File: src/sv/assert_macros.svh
// Assertion macros for the radar sweep trail renderer.
// Expects clk and arst_n in the scope of each use.
`ifndef ASSERT_MACROS_SVH
`define ASSERT_MACROS_SVH

// Consequent checked at the same edge as the antecedent.
`define RSTR_ASSERT_NOW(lbl, ante, cons, msg) \
	lbl: assert property (@(posedge clk) disable iff (!arst_n) (ante) |-> (cons)) \
		else $error(msg);

// Consequent checked at the edge after the antecedent.
`define RSTR_ASSERT_NEXT(lbl, ante, cons, msg) \
	lbl: assert property (@(posedge clk) disable iff (!arst_n) (ante) |=> (cons)) \
		else $error(msg);

`endif

File: src/sv/rstr_pkg.sv
// Shared types, codes and tables of the radar sweep trail renderer.
// No dependencies; used by the front end, the back end and the top level.
package rstr_pkg;

	typedef enum logic [1:0] {
		OP_CLEAR  = 2'd0,
		OP_REDRAW = 2'd1,
		OP_DRAW   = 2'd2
	} op_t;

	typedef enum logic [1:0] {
		KIND_FULL   = 2'd0,
		KIND_REPAIR = 2'd1,
		KIND_LINE   = 2'd2,
		KIND_POINT  = 2'd3
	} kind_t;

	typedef struct packed {
		op_t        op;
		logic [7:0] angle;
	} op_rec_t;

	typedef struct packed {
		kind_t             kind;
		logic [7:0]        angle;
		logic signed [9:0] x_end;
		logic signed [9:0] y_end;
		logic [15:0]       color;
		logic              last;
	} res_t;

	localparam logic [1:0] REG_CENTER_X         = 2'd0;
	localparam logic [1:0] REG_CENTER_Y         = 2'd1;
	localparam logic [1:0] REG_LINE_LENGTH      = 2'd2;
	localparam logic [1:0] REG_REFRESH_INTERVAL = 2'd3;

	localparam int OP_DEPTH  = 2;
	localparam int RES_DEPTH = 4;

	localparam logic [7:0]  NO_ANGLE  = 8'd255;
	localparam logic [15:0] COLOR_DIM = 16'h0120;
	localparam logic [15:0] COLOR_MID = 16'h0380;

	localparam logic [8:0] QUARTER_SINE [91] = '{
		9'd0,   9'd4,   9'd9,   9'd13,  9'd18,  9'd22,  9'd27,  9'd31,
		9'd36,  9'd40,  9'd44,  9'd49,  9'd53,  9'd58,  9'd62,  9'd66,
		9'd71,  9'd75,  9'd79,  9'd83,  9'd88,  9'd92,  9'd96,  9'd100,
		9'd104, 9'd108, 9'd112, 9'd116, 9'd120, 9'd124, 9'd128, 9'd132,
		9'd136, 9'd139, 9'd143, 9'd147, 9'd150, 9'd154, 9'd158, 9'd161,
		9'd165, 9'd168, 9'd171, 9'd175, 9'd178, 9'd181, 9'd184, 9'd187,
		9'd190, 9'd193, 9'd196, 9'd199, 9'd202, 9'd204, 9'd207, 9'd210,
		9'd212, 9'd215, 9'd217, 9'd219, 9'd222, 9'd224, 9'd226, 9'd228,
		9'd230, 9'd232, 9'd234, 9'd236, 9'd237, 9'd239, 9'd241, 9'd242,
		9'd243, 9'd245, 9'd246, 9'd247, 9'd248, 9'd249, 9'd250, 9'd251,
		9'd252, 9'd253, 9'd254, 9'd254, 9'd255, 9'd255, 9'd255, 9'd256,
		9'd256, 9'd256, 9'd256
	};

	// Sine times 256 for deg in 0..359.
	function automatic logic signed [9:0] sine256(input logic [8:0] deg);
		logic [8:0] idx;
		logic       neg;
		logic [8:0] mag;
		if (deg <= 9'd90) begin
			idx = deg;
			neg = 1'b0;
		end else if (deg <= 9'd180) begin
			idx = 9'd180 - deg;
			neg = 1'b0;
		end else if (deg <= 9'd270) begin
			idx = deg - 9'd180;
			neg = 1'b1;
		end else begin
			idx = 9'd360 - deg;
			neg = 1'b1;
		end
		mag = QUARTER_SINE[idx[6:0]];
		return neg ? -$signed({1'b0, mag}) : $signed({1'b0, mag});
	endfunction

	function automatic logic is_grid(input logic [7:0] a);
		return a inside {8'd30, 8'd60, 8'd90, 8'd120, 8'd150};
	endfunction

endpackage

File: src/sv/rstr_fifo.sv
// Small register queue with occupancy count.
// Generic; used for the operation queue and the result queue.
module rstr_fifo #(
	parameter int WIDTH = 8,
	parameter int DEPTH = 2
) (
	input  logic                           clk,
	input  logic                           arst_n,
	input  logic                           wr_en,
	input  logic [WIDTH-1:0]               wr_data,
	output logic                           full,
	input  logic                           rd_en,
	output logic [WIDTH-1:0]               rd_data,
	output logic                           empty,
	output logic [$clog2(DEPTH+1)-1:0]     count
);

	localparam int AW = (DEPTH > 1) ? $clog2(DEPTH) : 1;
	localparam int CW = $clog2(DEPTH + 1);

	logic [WIDTH-1:0] mem_q [DEPTH];
	logic [AW-1:0]    wr_ptr_q;
	logic [AW-1:0]    rd_ptr_q;
	logic [CW-1:0]    cnt_q;
	logic             do_wr;
	logic             do_rd;

	assign full    = (cnt_q == CW'(DEPTH));
	assign empty   = (cnt_q == '0);
	assign count   = cnt_q;
	assign do_wr   = wr_en & ~full;
	assign do_rd   = rd_en & ~empty;
	assign rd_data = mem_q[rd_ptr_q];

	always_ff @(posedge clk or negedge arst_n) begin
		if (!arst_n) begin
			wr_ptr_q <= '0;
			rd_ptr_q <= '0;
			cnt_q    <= '0;
		end else begin
			if (do_wr) begin
				wr_ptr_q <= (wr_ptr_q == AW'(DEPTH - 1)) ? '0 : wr_ptr_q + 1'b1;
			end
			if (do_rd) begin
				rd_ptr_q <= (rd_ptr_q == AW'(DEPTH - 1)) ? '0 : rd_ptr_q + 1'b1;
			end
			cnt_q <= cnt_q + CW'(do_wr) - CW'(do_rd);
		end
	end

	always_ff @(posedge clk) begin
		if (do_wr) begin
			mem_q[wr_ptr_q] <= wr_data;
		end
	end

endmodule

File: src/sv/rstr_front.sv
// Front end: accepts frame items, checks the refresh interval, classifies.
// Depends on rstr_pkg; feeds the operation queue.
module rstr_front (
	input  logic              clk,
	input  logic              arst_n,
	input  logic              push,
	output logic              full,
	input  logic              cmd,
	input  logic [7:0]        sweep_angle,
	input  logic [31:0]       time_ms,
	input  logic [31:0]       refresh_interval,
	input  logic              q_full,
	output logic              q_push,
	output rstr_pkg::op_rec_t q_data
);

	logic [31:0] last_refresh_q;
	logic [31:0] elapsed;
	logic        stale;

	assign full    = q_full;
	assign q_push  = push & ~q_full;
	assign elapsed = time_ms - last_refresh_q;
	assign stale   = elapsed > refresh_interval;

	always_comb begin
		q_data.angle = sweep_angle;
		if (cmd) begin
			q_data.op = rstr_pkg::OP_CLEAR;
		end else if (stale) begin
			q_data.op = rstr_pkg::OP_REDRAW;
		end else begin
			q_data.op = rstr_pkg::OP_DRAW;
		end
	end

	always_ff @(posedge clk or negedge arst_n) begin
		if (!arst_n) begin
			last_refresh_q <= '0;
		end else if (q_push && !cmd && stale) begin
			last_refresh_q <= time_ms;
		end
	end

endmodule

File: src/sv/rstr_back.sv
// Back end: trail store, per-frame sequencer and endpoint pipeline.
// Depends on rstr_pkg; reads the operation queue, writes the result queue.
module rstr_back #(
	parameter int TRAIL_DEPTH = 18
) (
	input  logic                                   clk,
	input  logic                                   arst_n,
	input  logic [7:0]                             center_x,
	input  logic [7:0]                             center_y,
	input  logic [6:0]                             line_length,
	input  logic                                   op_empty,
	input  rstr_pkg::op_rec_t                      op_data,
	output logic                                   op_pop,
	input  logic [$clog2(rstr_pkg::RES_DEPTH+1)-1:0] res_count,
	output logic                                   res_push,
	output rstr_pkg::res_t                         res_data
);

	localparam int AW  = $clog2(TRAIL_DEPTH);
	localparam int CW  = $clog2(TRAIL_DEPTH + 1);
	localparam int RCW = $clog2(rstr_pkg::RES_DEPTH + 1);
	localparam logic [AW:0]   DEPTH_W = (AW + 1)'(TRAIL_DEPTH);
	localparam logic [CW-1:0] DEPTH_C = CW'(TRAIL_DEPTH);

	typedef enum logic [4:0] {
		S_IDLE  = 5'b00001,
		S_REP   = 5'b00010,
		S_LINE  = 5'b00100,
		S_GLINE = 5'b01000,
		S_GPT   = 5'b10000
	} state_t;

	function automatic logic [AW-1:0] wrap_add(input logic [AW-1:0] a, input logic [AW-1:0] b);
		logic [AW:0] s;
		s = {1'b0, a} + {1'b0, b};
		if (s >= DEPTH_W) begin
			s = s - DEPTH_W;
		end
		return s[AW-1:0];
	endfunction

	logic [7:0]    ang_q [TRAIL_DEPTH];
	logic [AW-1:0] age_q [TRAIL_DEPTH];
	logic [5:0]    green_tbl [TRAIL_DEPTH];
	logic [AW-1:0] head_q;
	logic [CW-1:0] cnt_q;
	logic [7:0]    prev_q;
	logic [AW-1:0] idx_q;
	logic [7:0]    rm_ang_q;
	logic          grid_q;
	state_t        state_q;

	state_t          state_d;
	logic [AW-1:0]   idx_d;
	logic [RCW:0]    used;
	logic            can_issue;
	logic [AW-1:0]   old_age;
	logic [7:0]      old_ang;
	logic            rm;
	logic [AW-1:0]   head_n;
	logic [CW-1:0]   cnt_r;
	logic [CW-1:0]   cnt_n;
	logic            app;
	logic [AW-1:0]   app_slot;
	logic [AW-1:0]   line_slot;
	logic            line_end;

	logic            issue;
	rstr_pkg::kind_t req_kind;
	logic [7:0]      req_angle;
	logic [15:0]     req_color;
	logic            req_last;

	logic            v_s1;
	rstr_pkg::kind_t kind_s1;
	logic [7:0]      angle_s1;
	logic [15:0]     color_s1;
	logic            last_s1;

	logic               v_s2;
	rstr_pkg::kind_t    kind_s2;
	logic [7:0]         angle_s2;
	logic [15:0]        color_s2;
	logic               last_s2;
	logic signed [17:0] px_s2;
	logic signed [17:0] py_s2;

	logic signed [9:0]  sin_c;
	logic signed [9:0]  cos_c;
	logic signed [7:0]  len_c;
	logic signed [17:0] px_c;
	logic signed [17:0] py_c;
	logic signed [17:0] px_adj;
	logic signed [17:0] py_adj;
	logic signed [9:0]  qx;
	logic signed [9:0]  qy;

	for (genvar g = 0; g < TRAIL_DEPTH; g++) begin : g_green
		localparam int SHADE = 63 - (g * 62) / (TRAIL_DEPTH - 1);
		assign green_tbl[g] = 6'((SHADE < 1) ? 1 : SHADE);
	end

	assign used      = {1'b0, res_count} + (RCW + 1)'(v_s1) + (RCW + 1)'(v_s2);
	assign can_issue = used < (RCW + 1)'(rstr_pkg::RES_DEPTH);

	assign old_age   = age_q[head_q];
	assign old_ang   = ang_q[head_q];
	assign rm        = (cnt_q != '0) && (({1'b0, old_age} + 1'b1) >= DEPTH_W);
	assign head_n    = rm ? wrap_add(head_q, AW'(1)) : head_q;
	assign cnt_r     = cnt_q - CW'(rm);
	assign app       = (op_data.angle != prev_q) && (cnt_r < DEPTH_C);
	assign app_slot  = wrap_add(head_n, cnt_r[AW-1:0]);
	assign cnt_n     = cnt_r + CW'(app);
	assign line_slot = wrap_add(head_q, idx_q);
	assign line_end  = (CW'(idx_q) == cnt_q - CW'(1));

	always_comb begin
		state_d   = state_q;
		idx_d     = idx_q;
		op_pop    = 1'b0;
		issue     = 1'b0;
		req_kind  = rstr_pkg::KIND_FULL;
		req_angle = '0;
		req_color = '0;
		req_last  = 1'b0;
		case (state_q)
			S_IDLE: begin
				if (!op_empty && can_issue) begin
					op_pop = 1'b1;
					idx_d  = '0;
					case (op_data.op)
						rstr_pkg::OP_REDRAW: begin
							issue    = 1'b1;
							req_last = 1'b1;
						end
						rstr_pkg::OP_DRAW: begin
							if (rm) begin
								state_d = S_REP;
							end else if (cnt_n != '0) begin
								state_d = S_LINE;
							end
						end
						default: ;
					endcase
				end
			end
			S_REP: begin
				if (can_issue) begin
					issue     = 1'b1;
					req_kind  = rstr_pkg::KIND_REPAIR;
					req_angle = rm_ang_q;
					req_last  = (cnt_q == '0) && !grid_q;
					if (cnt_q != '0) begin
						state_d = S_LINE;
					end else if (grid_q) begin
						state_d = S_GLINE;
					end else begin
						state_d = S_IDLE;
					end
				end
			end
			S_LINE: begin
				if (can_issue) begin
					issue     = 1'b1;
					req_kind  = rstr_pkg::KIND_LINE;
					req_angle = ang_q[line_slot];
					req_color = {5'b0, green_tbl[age_q[line_slot]], 5'b0};
					req_last  = line_end && !grid_q;
					if (line_end) begin
						idx_d   = '0;
						state_d = grid_q ? S_GLINE : S_IDLE;
					end else begin
						idx_d = idx_q + 1'b1;
					end
				end
			end
			S_GLINE: begin
				if (can_issue) begin
					issue     = 1'b1;
					req_kind  = rstr_pkg::KIND_LINE;
					req_angle = rm_ang_q;
					req_color = rstr_pkg::COLOR_DIM;
					state_d   = S_GPT;
				end
			end
			S_GPT: begin
				if (can_issue) begin
					issue     = 1'b1;
					req_kind  = rstr_pkg::KIND_POINT;
					req_color = rstr_pkg::COLOR_MID;
					req_last  = 1'b1;
					state_d   = S_IDLE;
				end
			end
			default: state_d = S_IDLE;
		endcase
	end

	always_ff @(posedge clk or negedge arst_n) begin
		if (!arst_n) begin
			state_q <= S_IDLE;
			idx_q   <= '0;
			head_q  <= '0;
			cnt_q   <= '0;
			prev_q  <= rstr_pkg::NO_ANGLE;
			grid_q  <= 1'b0;
			v_s1    <= 1'b0;
			v_s2    <= 1'b0;
		end else begin
			state_q <= state_d;
			idx_q   <= idx_d;
			v_s1    <= issue;
			v_s2    <= v_s1;
			if (op_pop) begin
				case (op_data.op)
					rstr_pkg::OP_DRAW: begin
						head_q <= head_n;
						cnt_q  <= cnt_n;
						grid_q <= rm && rstr_pkg::is_grid(old_ang);
						if (app) begin
							prev_q <= op_data.angle;
						end
					end
					default: begin
						cnt_q  <= '0;
						prev_q <= rstr_pkg::NO_ANGLE;
						grid_q <= 1'b0;
					end
				endcase
			end
		end
	end

	always_ff @(posedge clk) begin
		if (op_pop && op_data.op == rstr_pkg::OP_DRAW) begin
			rm_ang_q <= old_ang;
			for (int i = 0; i < TRAIL_DEPTH; i++) begin
				if (app && app_slot == AW'(i)) begin
					age_q[i] <= '0;
				end else begin
					age_q[i] <= age_q[i] + 1'b1;
				end
			end
			if (app) begin
				ang_q[app_slot] <= op_data.angle;
			end
		end
	end

	always_ff @(posedge clk) begin
		kind_s1  <= req_kind;
		angle_s1 <= req_angle;
		color_s1 <= req_color;
		last_s1  <= req_last;
	end

	assign sin_c = rstr_pkg::sine256({1'b0, angle_s1});
	assign cos_c = rstr_pkg::sine256({1'b0, angle_s1} + 9'd90);
	assign len_c = $signed({1'b0, line_length});
	assign px_c  = len_c * cos_c;
	assign py_c  = len_c * sin_c;

	always_ff @(posedge clk) begin
		kind_s2  <= kind_s1;
		angle_s2 <= angle_s1;
		color_s2 <= color_s1;
		last_s2  <= last_s1;
		px_s2    <= px_c;
		py_s2    <= py_c;
	end

	assign px_adj = px_s2 + (px_s2[17] ? 18'sd255 : 18'sd0);
	assign py_adj = py_s2 + (py_s2[17] ? 18'sd255 : 18'sd0);
	assign qx     = $signed(px_adj[17:8]);
	assign qy     = $signed(py_adj[17:8]);

	assign res_push = v_s2;

	always_comb begin
		res_data.kind  = kind_s2;
		res_data.angle = angle_s2;
		res_data.color = color_s2;
		res_data.last  = last_s2;
		case (kind_s2)
			rstr_pkg::KIND_LINE: begin
				res_data.x_end = $signed({2'b00, center_x}) + qx;
				res_data.y_end = $signed({2'b00, center_y}) - qy;
			end
			rstr_pkg::KIND_POINT: begin
				res_data.x_end = $signed({2'b00, center_x});
				res_data.y_end = $signed({2'b00, center_y});
			end
			default: begin
				res_data.x_end = '0;
				res_data.y_end = '0;
			end
		endcase
	end

endmodule

File: src/sv/radar_sweep_trail_renderer.sv
// Radar sweep trail renderer top level: config registers, queues, front and back.
// Depends on rstr_pkg, rstr_fifo, rstr_front, rstr_back and assert_macros.svh.
//
// Usage: write center_x, center_y, line_length and refresh_interval through
// cfg_we/cfg_index/cfg_data while idle. Push one frame item (cmd, sweep_angle,
// time_ms) per beat while full is low; pop drawing commands while empty is low.
// Each frame yields zero to TRAIL_DEPTH + 3 commands; last marks the final one.
// A two-entry operation queue sits between the item classifier and the trail
// sequencer, so items are taken while earlier frames are still being drawn.
// The sequencer updates the trail as it takes an item, then issues one command
// per cycle while the result queue has room. A frame's first command is issued
// after its update, a full redraw in the cycle it is taken from the queue; each
// command then passes the s1 and s2 registers before it enters the result queue.
// A four-entry result queue with credit-based issue absorbs receiver stalls;
// when it fills, the sequencer holds and the operation queue backs up to full.
// Reset empties the trail, clears both queues and restores register defaults.
`include "assert_macros.svh"

module radar_sweep_trail_renderer #(
	parameter int TRAIL_DEPTH = 18
) (
	input  logic              clk,
	input  logic              arst_n,
	input  logic              push,
	output logic              full,
	input  logic              cmd,
	input  logic [7:0]        sweep_angle,
	input  logic [31:0]       time_ms,
	output logic              empty,
	input  logic              pop,
	output logic [1:0]        kind,
	output logic [7:0]        angle,
	output logic signed [9:0] x_end,
	output logic signed [9:0] y_end,
	output logic [15:0]       color,
	output logic              last,
	input  logic              cfg_we,
	input  logic [1:0]        cfg_index,
	input  logic [31:0]       cfg_data
);

	localparam int RCW = $clog2(rstr_pkg::RES_DEPTH + 1);
	localparam int OCW = $clog2(rstr_pkg::OP_DEPTH + 1);

	logic [7:0]  center_x_q;
	logic [7:0]  center_y_q;
	logic [6:0]  line_length_q;
	logic [31:0] refresh_interval_q;

	logic              op_full;
	logic              op_push;
	rstr_pkg::op_rec_t op_wr;
	logic              op_empty;
	logic              op_pop;
	rstr_pkg::op_rec_t op_rd;
	logic [OCW-1:0]    op_count;

	logic              res_full;
	logic              res_push;
	rstr_pkg::res_t    res_wr;
	rstr_pkg::res_t    res_rd;
	logic [RCW-1:0]    res_count;

	always_ff @(posedge clk or negedge arst_n) begin
		if (!arst_n) begin
			center_x_q         <= 8'd80;
			center_y_q         <= 8'd100;
			line_length_q      <= 7'd72;
			refresh_interval_q <= 32'd60000;
		end else if (cfg_we) begin
			case (cfg_index)
				rstr_pkg::REG_CENTER_X:         center_x_q         <= cfg_data[7:0];
				rstr_pkg::REG_CENTER_Y:         center_y_q         <= cfg_data[7:0];
				rstr_pkg::REG_LINE_LENGTH:      line_length_q      <= cfg_data[6:0];
				rstr_pkg::REG_REFRESH_INTERVAL: refresh_interval_q <= cfg_data;
				default: ;
			endcase
		end
	end

	rstr_front u_front (
		.clk              (clk),
		.arst_n           (arst_n),
		.push             (push),
		.full             (full),
		.cmd              (cmd),
		.sweep_angle      (sweep_angle),
		.time_ms          (time_ms),
		.refresh_interval (refresh_interval_q),
		.q_full           (op_full),
		.q_push           (op_push),
		.q_data           (op_wr)
	);

	rstr_fifo #(
		.WIDTH ($bits(rstr_pkg::op_rec_t)),
		.DEPTH (rstr_pkg::OP_DEPTH)
	) u_op_q (
		.clk     (clk),
		.arst_n  (arst_n),
		.wr_en   (op_push),
		.wr_data (op_wr),
		.full    (op_full),
		.rd_en   (op_pop),
		.rd_data (op_rd),
		.empty   (op_empty),
		.count   (op_count)
	);

	rstr_back #(
		.TRAIL_DEPTH (TRAIL_DEPTH)
	) u_back (
		.clk         (clk),
		.arst_n      (arst_n),
		.center_x    (center_x_q),
		.center_y    (center_y_q),
		.line_length (line_length_q),
		.op_empty    (op_empty),
		.op_data     (op_rd),
		.op_pop      (op_pop),
		.res_count   (res_count),
		.res_push    (res_push),
		.res_data    (res_wr)
	);

	rstr_fifo #(
		.WIDTH ($bits(rstr_pkg::res_t)),
		.DEPTH (rstr_pkg::RES_DEPTH)
	) u_res_q (
		.clk     (clk),
		.arst_n  (arst_n),
		.wr_en   (res_push),
		.wr_data (res_wr),
		.full    (res_full),
		.rd_en   (pop),
		.rd_data (res_rd),
		.empty   (empty),
		.count   (res_count)
	);

	assign kind  = res_rd.kind;
	assign angle = res_rd.angle;
	assign x_end = res_rd.x_end;
	assign y_end = res_rd.y_end;
	assign color = res_rd.color;
	assign last  = res_rd.last;

	`RSTR_ASSERT_NOW(a_res_no_overflow, res_push, !res_full, "result queue overflow")
	`RSTR_ASSERT_NOW(a_op_no_underflow, op_pop, !op_empty, "operation queue underflow")
	`RSTR_ASSERT_NOW(a_redraw_is_last, res_push && res_wr.kind == rstr_pkg::KIND_FULL, res_wr.last, "full redraw not marked last")
	`RSTR_ASSERT_NEXT(a_op_lands, push && !full, !op_empty && op_count != '0, "accepted item missing from operation queue")

endmodule
File: config.mk
export PLATFORM = sky130hd
export DESIGN_NAME = radar_sweep_trail_renderer
export DESIGN_NICKNAME = d
export VERILOG_FILES = /design/src/sv/rstr_pkg.sv /design/src/sv/rstr_fifo.sv /design/src/sv/rstr_front.sv /design/src/sv/rstr_back.sv /design/src/sv/radar_sweep_trail_renderer.sv
export VERILOG_INCLUDE_DIRS = /design/src /design/src/sv
export SDC_FILE = /design/constraint.sdc
export NUM_CORES = 2
export LEC_CHECK = 0
export BUFFER_PORTS_ARGS = -buffer_cell sky130_fd_sc_hd__buf_4
export CORE_ASPECT_RATIO = 1.25
export CORE_MARGIN = 4
export CORE_UTILIZATION = 46
export CTS_BUF_LIST = sky130_fd_sc_hd__clkbuf_8 sky130_fd_sc_hd__clkbuf_16
export DETAILED_ROUTE_END_ITERATION = 10
export GPL_TIMING_DRIVEN = 0
export PLACE_DENSITY = 0.65
export SLEW_MARGIN = 20
export SYNTH_ARGS = -nofsm -noshare
export SYNTH_HDL_FRONTEND = slang
export SYNTH_SLANG_ARGS = --single-unit
File: constraint.sdc
create_clock -name clk -period 18.1 [get_ports clk]
set_input_delay 2.715 -clock clk [delete_from_list [all_inputs] [get_ports clk]]
set_output_delay 2.715 -clock clk [all_outputs]
set_load 0.05 [all_outputs]
After elaboration in Yosys (flattened, before gate mapping). Memory sizes are Yosys's and may differ from the RTL's. Cells that the tools add are included.

Bits in registers: 227. Bits in writable memories: 442. ROM bits: 2496. Bits of input ports: 80. Output and inout port bits: 49. Logic and storage cells: 441. Memories kept: 7.

Add/subtract/negate cells: 53. Multiply operators: 2. Magnitude comparators: 16. Equal/unequal tests: 49. Muxes and demuxes: 204. Bitwise logic cells: 30. Reduce and logical (&&, ||, !) cells: 50.

Memories: (no name shown) (words 128, width 9, read ports 1, clocked after memory_dff 0, write ports 0, line rstr_pkg.sv:77) `mag = QUARTER_SINE[idx[6:0]];`; (no name shown) (words 128, width 9, read ports 1, clocked after memory_dff 0, write ports 0, line rstr_pkg.sv:77); (no name shown) (words 32, width 6, read ports 1, clocked after memory_dff 0, write ports 0, line rstr_back.sv:167) `req_color = {5'b0, green_tbl[age_q[line_slot]], 5'b0};`; u_res_q.mem_q (words 4, width 47, read ports 1, clocked after memory_dff 0, write ports 1, line rstr_fifo.sv:21) `logic [WIDTH-1:0] mem_q [DEPTH];`; u_back.ang_q (words 18, width 8, read ports 2, clocked after memory_dff 0, write ports 1, line rstr_back.sv:42) `logic [7:0] ang_q [TRAIL_DEPTH];`; u_back.age_q (words 18, width 5, read ports 20, clocked after memory_dff 0, write ports 18, line rstr_back.sv:43) `logic [AW-1:0] age_q [TRAIL_DEPTH];`; 1 more memories.

Operators with widths (number): 5-bit 2-to-1 mux (36); 1-bit 2-to-1 mux (130); 5-bit by 1-bit adder with 5-bit output, second input constant (19); 8-bit 2-to-1 mux (6); 16-bit one-hot mux with 3 select lines (1); 5-bit by 4-bit equality test with 1-bit output, second input constant (9); 9-bit 2-to-1 mux (5); 7-bit 2-to-1 mux (6); 20-bit one-hot mux with 2 select lines (1); 18-bit adder (2); 8-bit by 10-bit multiplier with 18-bit output (2); 32-bit > comparator (1); 32-bit subtractor (1); 10-bit 2-to-1 mux (3); 1-bit logical AND (27); 5-bit by 3-bit equality test with 1-bit output, second input constant (5); 5-bit one-hot mux with 5 select lines (1); 6-bit by 5-bit >= comparator with 1-bit output, second input constant (4); 9-bit negation with 10-bit output (2); 1-bit OR (18); 2-bit equality test, second input constant (8); 8-bit by 7-bit equality test with 1-bit output, second input constant (2); 8-bit >= comparator, second input constant (2); 2-bit by 1-bit inequality test with 1-bit output, second input constant (8); other kinds (64) (105).

Logic depth before layout (Yosys ltp). An unclocked memory read counts as a cell.

Depth in word-level cells: 14. Depth in mapped cells: 44. Depth with buffers taken out: 40.

By module. From an unflattened synthesis, not the netlist that was laid out.

Cells, all modules: 3729. Area total of the unflattened synthesis: 42821.1 µm².

Modules (own cells, without submodules): rstr_back (instances 1, cells an instance 2808, area an instance 28627.5 µm²); rstr_fifo (u_res_q) (instances 1, cells an instance 285, area an instance 7240.7 µm²); rstr_front (instances 1, cells an instance 470, area an instance 3961.3 µm²); radar_sweep_trail_renderer (instances 1, cells an instance 117, area an instance 2067.0 µm²); rstr_fifo (u_op_q) (instances 1, cells an instance 49, area an instance 924.6 µm²).

Least setup slack after synthesis. No wires, ideal clock.

Kind: flip-flop to flip-flop. From: register u_back.angle_s1[3]. To: register u_back.px_s2[17]. Library setup time: 0.086 ns. Arrival time: 9.090 ns. Data required time: 18.014 ns. Slack: 8.924 ns. Cell stages (with the launch flop): 41. Path buffers: 3. Cells stage by stage: dfxtp_1 buf_4 buf_2 inv_1 ha_1 a31oi_1 nor3_1 or3_4 o31a_1 nor3_1 mux2i_2 ha_1 inv_1 o21ai_0 a21oi_1 a2111o_1 a21oi_1 o32a_2 [... 5 more ...] inv_1 fa_1 inv_1 fa_1 inv_1 fa_1 inv_1 ha_1 a21boi_0 o21ai_0 a21boi_0 o21ai_0 a21boi_0 o21ai_0 a21boi_0 o21ai_0 a21o_1 a211oi_1.

Word-level cells in the longest chain between the ends: 12. Elaborated cells between the ends (all ways): 19.

Ends and longest elaborated chain: start, declared (line rstr_back.sv:76) `logic [7:0] angle_s1;`; start signal, assigned (line rstr_back.sv:252) `angle_s1 <= req_angle;`; 8-bit by 7-bit adder with 9-bit output * (line rstr_back.sv:258) `assign cos_c = rstr_pkg::sine256({1'b0, angle_s1} + 9'd90);`; 9-bit <= comparator, or another cell as far along (line rstr_pkg.sv:70) `end else if (deg <= 9'd270) begin`; 7-bit 2-to-1 mux (line rstr_pkg.sv:70); 7-bit 2-to-1 mux (line rstr_pkg.sv:67) `end else if (deg <= 9'd180) begin`; 7-bit 2-to-1 mux (line rstr_pkg.sv:64) `if (deg <= 9'd90) begin`; 7-bit NOT with 8-bit output (implied by the code) (line rstr_pkg.sv:77); memory read 128 x 9 bit; 9-bit 2-to-1 mux (implied by the code) (2 in a row) (line rstr_pkg.sv:77); 9-bit negation with 10-bit output (line rstr_pkg.sv:78) `return neg ? -$signed({1'b0, mag}) : $signed({1'b0, mag});`; 10-bit 2-to-1 mux * (line rstr_pkg.sv:78); 8-bit by 10-bit multiplier with 18-bit output * (line rstr_back.sv:260) `assign px_c = len_c * cos_c;`; via u_back.px_c[17] (line rstr_back.sv:91) `logic signed [17:0] px_c;`; end signal, assigned (line rstr_back.sv:268) `px_s2 <= px_c;`; end, declared (line rstr_back.sv:85) `logic signed [17:0] px_s2;`.

The timed path passes the listed nets; every way through them passes the cells marked *. The select of a mux whose other input is x is not followed. A chain may end at the register's enable or synchronous reset.

Worst setup path in the final report.
From: register u_back.angle_s1[2]. To: register u_back.px_s2[17].

Same word-level chain as after synthesis.

==> flow_summary.json <==
{
  "critPathMaxStageDelay_ps": 620,
  "setup_tns_ps": 0,
  "dieArea_um2": 94300,
  "finClkSkew_ps": 25.1,
  "drive_gt1_frac": 0.161,
  "clock-sinks": 609,
  "syn_area_um2": 41200,
  "area_growth_pct": 12.0,
  "io_buffers": 118,
  "routed.top_layer": "met4",
  "avgSynthCellArea_um2": 11.1,
  "ys_seq_area_frac": 0.412,
  "hpwl_um": 78400,
  "slew_viol_final": 0,
  "grt_usage": 0.219,
  "rows": 122,
  "cts_buffer_depth": 3,
  "fp.dieH_um": 342,
  "met1_length_um": 41600,
  "rsz0062_at_grt": "false",
  "start_kind": "flop",
  "post_drt_wl_per_cell_um": 20.2,
  "cts_setup_buffers": 0,
  "p_per_area_nw_per_um2": 202,
  "multi_input_area_um2": 22100,
  "worstHoldStart": "u_back.color_s1[8]",
  "grt_pass1_wl_um": 163000,
  "path_class": "flop to flop",
  "cts_resized": 0,
  "layout_worst_path_cycle_share": 0.632,
  "leakagePower_uw": 0.0183,
  "htree_levels": 3,
  "io_pins": 129,
  "drt-initial-drc-count": 2381,
  "first_pass_iters": 6,
  "arrival_ps": 11960,
  "reg2reg_slack_ps": 6660,
  "via_count": 29400,
  "vias_per_cell": 5.73,
  "synth_seq_cells": 609,
  "crit-reg2reg-capture": "u_back.px_s2[17]",
  "fillers": 7835,
  "grt_pass1_vias": 29100,
  "grt_max_degree": 88,
  "netlist_instances": 3699,
  "tightest_slew_ps": 1130,
  "n_antenna_cell": 0,
  "nets": 4354,
  "cpMaxStageDelayCell": "mux2i_2",
  "antenna_left": 0,
  "async_flop_share": 0.212,
  "rr_startpoint": "u_back.angle_s1[2]",
  "start_util": 0.464,
  "required_ps": 18620,
  "regArea_um2": 17000,
  "worstSetupEndpointType": "flop",
  "cts_tree": "done",
  "drc": 0,
  "overflow": 0,
  "fmax_mhz": 87.4,
  "clk_pin_slew_ps": 60,
  "antenna_found_initial": 0,
  "fin_util": 0.520,
  "routabilityCongestion": 0.925,
  "ctsHoldBuffers": 0,
  "slew_headroom": 0.245,
  "dp_cells": 5013,
  "worst-path-max-fanout": 13,
  "met2_length_um": 53600,
  "wl_um": 104000,
  "die_w_um": 276,
  "min_path_type": "flop to flop",
  "clkLatencyLatePin_ps": 620,
  "wl_met3_um": 5030,
  "instances_no_fill": 5138,
  "numCtsBuffers": 68,
  "ys.flop_type": "edfxtp_1",
  "cp_common_cell": "inv_1",
  "reg2reg_depth": 37,
  "whs_path_depth": 0,
  "yosysWarnings": 0,
  "period_minus_slack_ps": 11440,
  "setup_viol": 0,
  "synth_edf_count": 410,
  "max-cap-violations": 0,
  "cts-root-buf": "clkbuf_16",
  "final_hold_viol_count": 0,
  "ir_drop_v": 0.000223,
  "ys_types": 112,
  "core_um2": 88700,
  "status": "finished, final reports clean",
  "worstHoldEndpoint": "u_back.color_s2[8]"
}
## cell usage in the layout, fill, tap and decap left out, drive strengths merged, types with 27 or more instances in the layout
| cell | n |
|---|---|
| nor3 | 55 |
| nand3 | 116 |
| a21o | 53 |
| a21oi | 134 |
| nand2b | 27 |
| and2 | 70 |
| a211oi | 30 |
| o211ai | 30 |
| nand2 | 242 |
| dfrtp | 106 |
| buf | 193 |
| o21ai | 163 |
| nor2 | 293 |
| mux2 | 106 |
| fa | 118 |
| xnor2 | 128 |
| edfxtp | 410 |
| inv | 383 |
| nand4 | 32 |
| xor2 | 78 |
| mux2i | 77 |
| ha | 250 |
| clkbuf | 182 |
| mux4 | 156 |
| dfxtp | 70 |
| nor2b | 27 |
## registers in the layout, summed over array words and instances (netlist names), 18 cells and up
| signal | flops |
|---|---|
| u_res_q.mem_q | 148 |
| refresh_interval_q | 32 |
| u_op_q.mem_q | 20 |
| u_back.py_s2 | 18 |
| u_back.ang_q | 144 |
| u_back.px_s2 | 18 |
| u_front.last_refresh_q | 32 |
| u_back.age_q | 90 |
## worst max path at each step
stage,cells past startpoint,start,to
2_1_floorplan,40,u_back.angle_s1[3],u_back.px_s2[17]
3_3_place_gp,37,u_back.angle_s1[2],u_back.px_s2[17]
3_5_place_dp,37,u_back.angle_s1[2],u_back.px_s2[17]
4_1_cts,37,u_back.angle_s1[2],u_back.px_s2[17]
5_1_grt,42,u_back.angle_s1[2],u_back.py_s2[17]
6_report,37,u_back.angle_s1[2],u_back.px_s2[17]
## synthesized netlist by cell type (14+ instances only)
| cell type | n | area [um2] |
|---|---|---|
| mux2i_1 | 76 | 761 |
| inv_1 | 359 | 1350 |
| nand3_1 | 115 | 576 |
| nor3_1 | 54 | 270 |
| xor2_1 | 78 | 683 |
| nor2_1 | 291 | 1090 |
| dfrtp_1 | 106 | 2650 |
| dfxtp_1 | 70 | 1400 |
| xnor2_1 | 126 | 1100 |
| o22ai_1 | 20 | 125 |
| and3_1 | 26 | 163 |
| clkbuf_1 | 101 | 379 |
| a21o_1 | 53 | 398 |
| nand4_1 | 32 | 200 |
| ha_1 | 250 | 3130 |
| mux4_2 | 156 | 3510 |
| mux2_2 | 106 | 1190 |
| edfxtp_1 | 410 | 12300 |
| a21oi_1 | 131 | 656 |
| o31ai_1 | 16 | 120 |
| buf_1 | 20 | 75.1 |
| buf_4 | 15 | 113 |
| nor4_1 | 14 | 87.6 |
| dfstp_2 | 23 | 604 |
| a211oi_1 | 27 | 203 |
| buf_2 | 27 | 135 |
| o211ai_1 | 28 | 210 |
| nor2b_1 | 27 | 169 |
| nand2_1 | 242 | 908 |
| and2_1 | 69 | 432 |
| o21ai_0 | 151 | 756 |
| fa_1 | 118 | 2360 |
| a31oi_1 | 25 | 156 |
| nand2b_1 | 27 | 169 |
| o21a_1 | 22 | 165 |
| or3_1 | 17 | 106 |
| a221oi_1 | 14 | 123 |
## metal layers
metal | up-vias | GRT usage
li1 | 13900 | -
met1 | 14500 | 0.275
met2 | 865 | 0.389
met3 | 202 | 0.0282
met4 | 0 | 0.0759
met5 | - | 0
## stage by stage
step,hold WS [ps],setup slack (ps),cell area [um2],power (uW)
after floorplan,310,8920,41200,6440
after global placement,310,6860,43500,7810
after detailed placement,312,6780,43800,7900
after CTS,326,6770,46100,9370
after global routing,338,5810,46100,10100
final,326,6660,46100,9290
## report_power, final
part           switching [uW]  internal (uW)  leakage [uW]
registers                 148           1840       0.00588
logic                    3520           2370        0.0113
clock network             580            841       0.00118
## cell families after synthesis
kind of cell / share of synthesized area
adders and majority gates: 0.134
DFF: 0.412
xor gates and xnor gates: 0.0442
other: 0.0000911
buffers and inverters: 0.0525
AOI/OAI and AO/OA: 0.113
and+or+nand+nor: 0.111
muxes: 0.133
## worst max-delay path: cells and delay by family (launching register included)
kind | cells | cell delay [ps]
compound gates | 16 | 3980
simple gates | 5 | 1380
mux | 1 | 620
fa+ha+maj | 7 | 3380
buf+inv | 8 | 1430
flops | 1 | 540
## area by class of cell
type	instances	share of cell area
tap	1178	0.0320
clock inverter	46	0.00942
clock buffer	78	0.0404
multi-input combinational	2559	0.480
timing repair buffer	128	0.0233
sequential	609	0.368
inverter	371	0.0302
buffer	169	0.0168
Note: power is estimated with default switching activity, not from simulation.
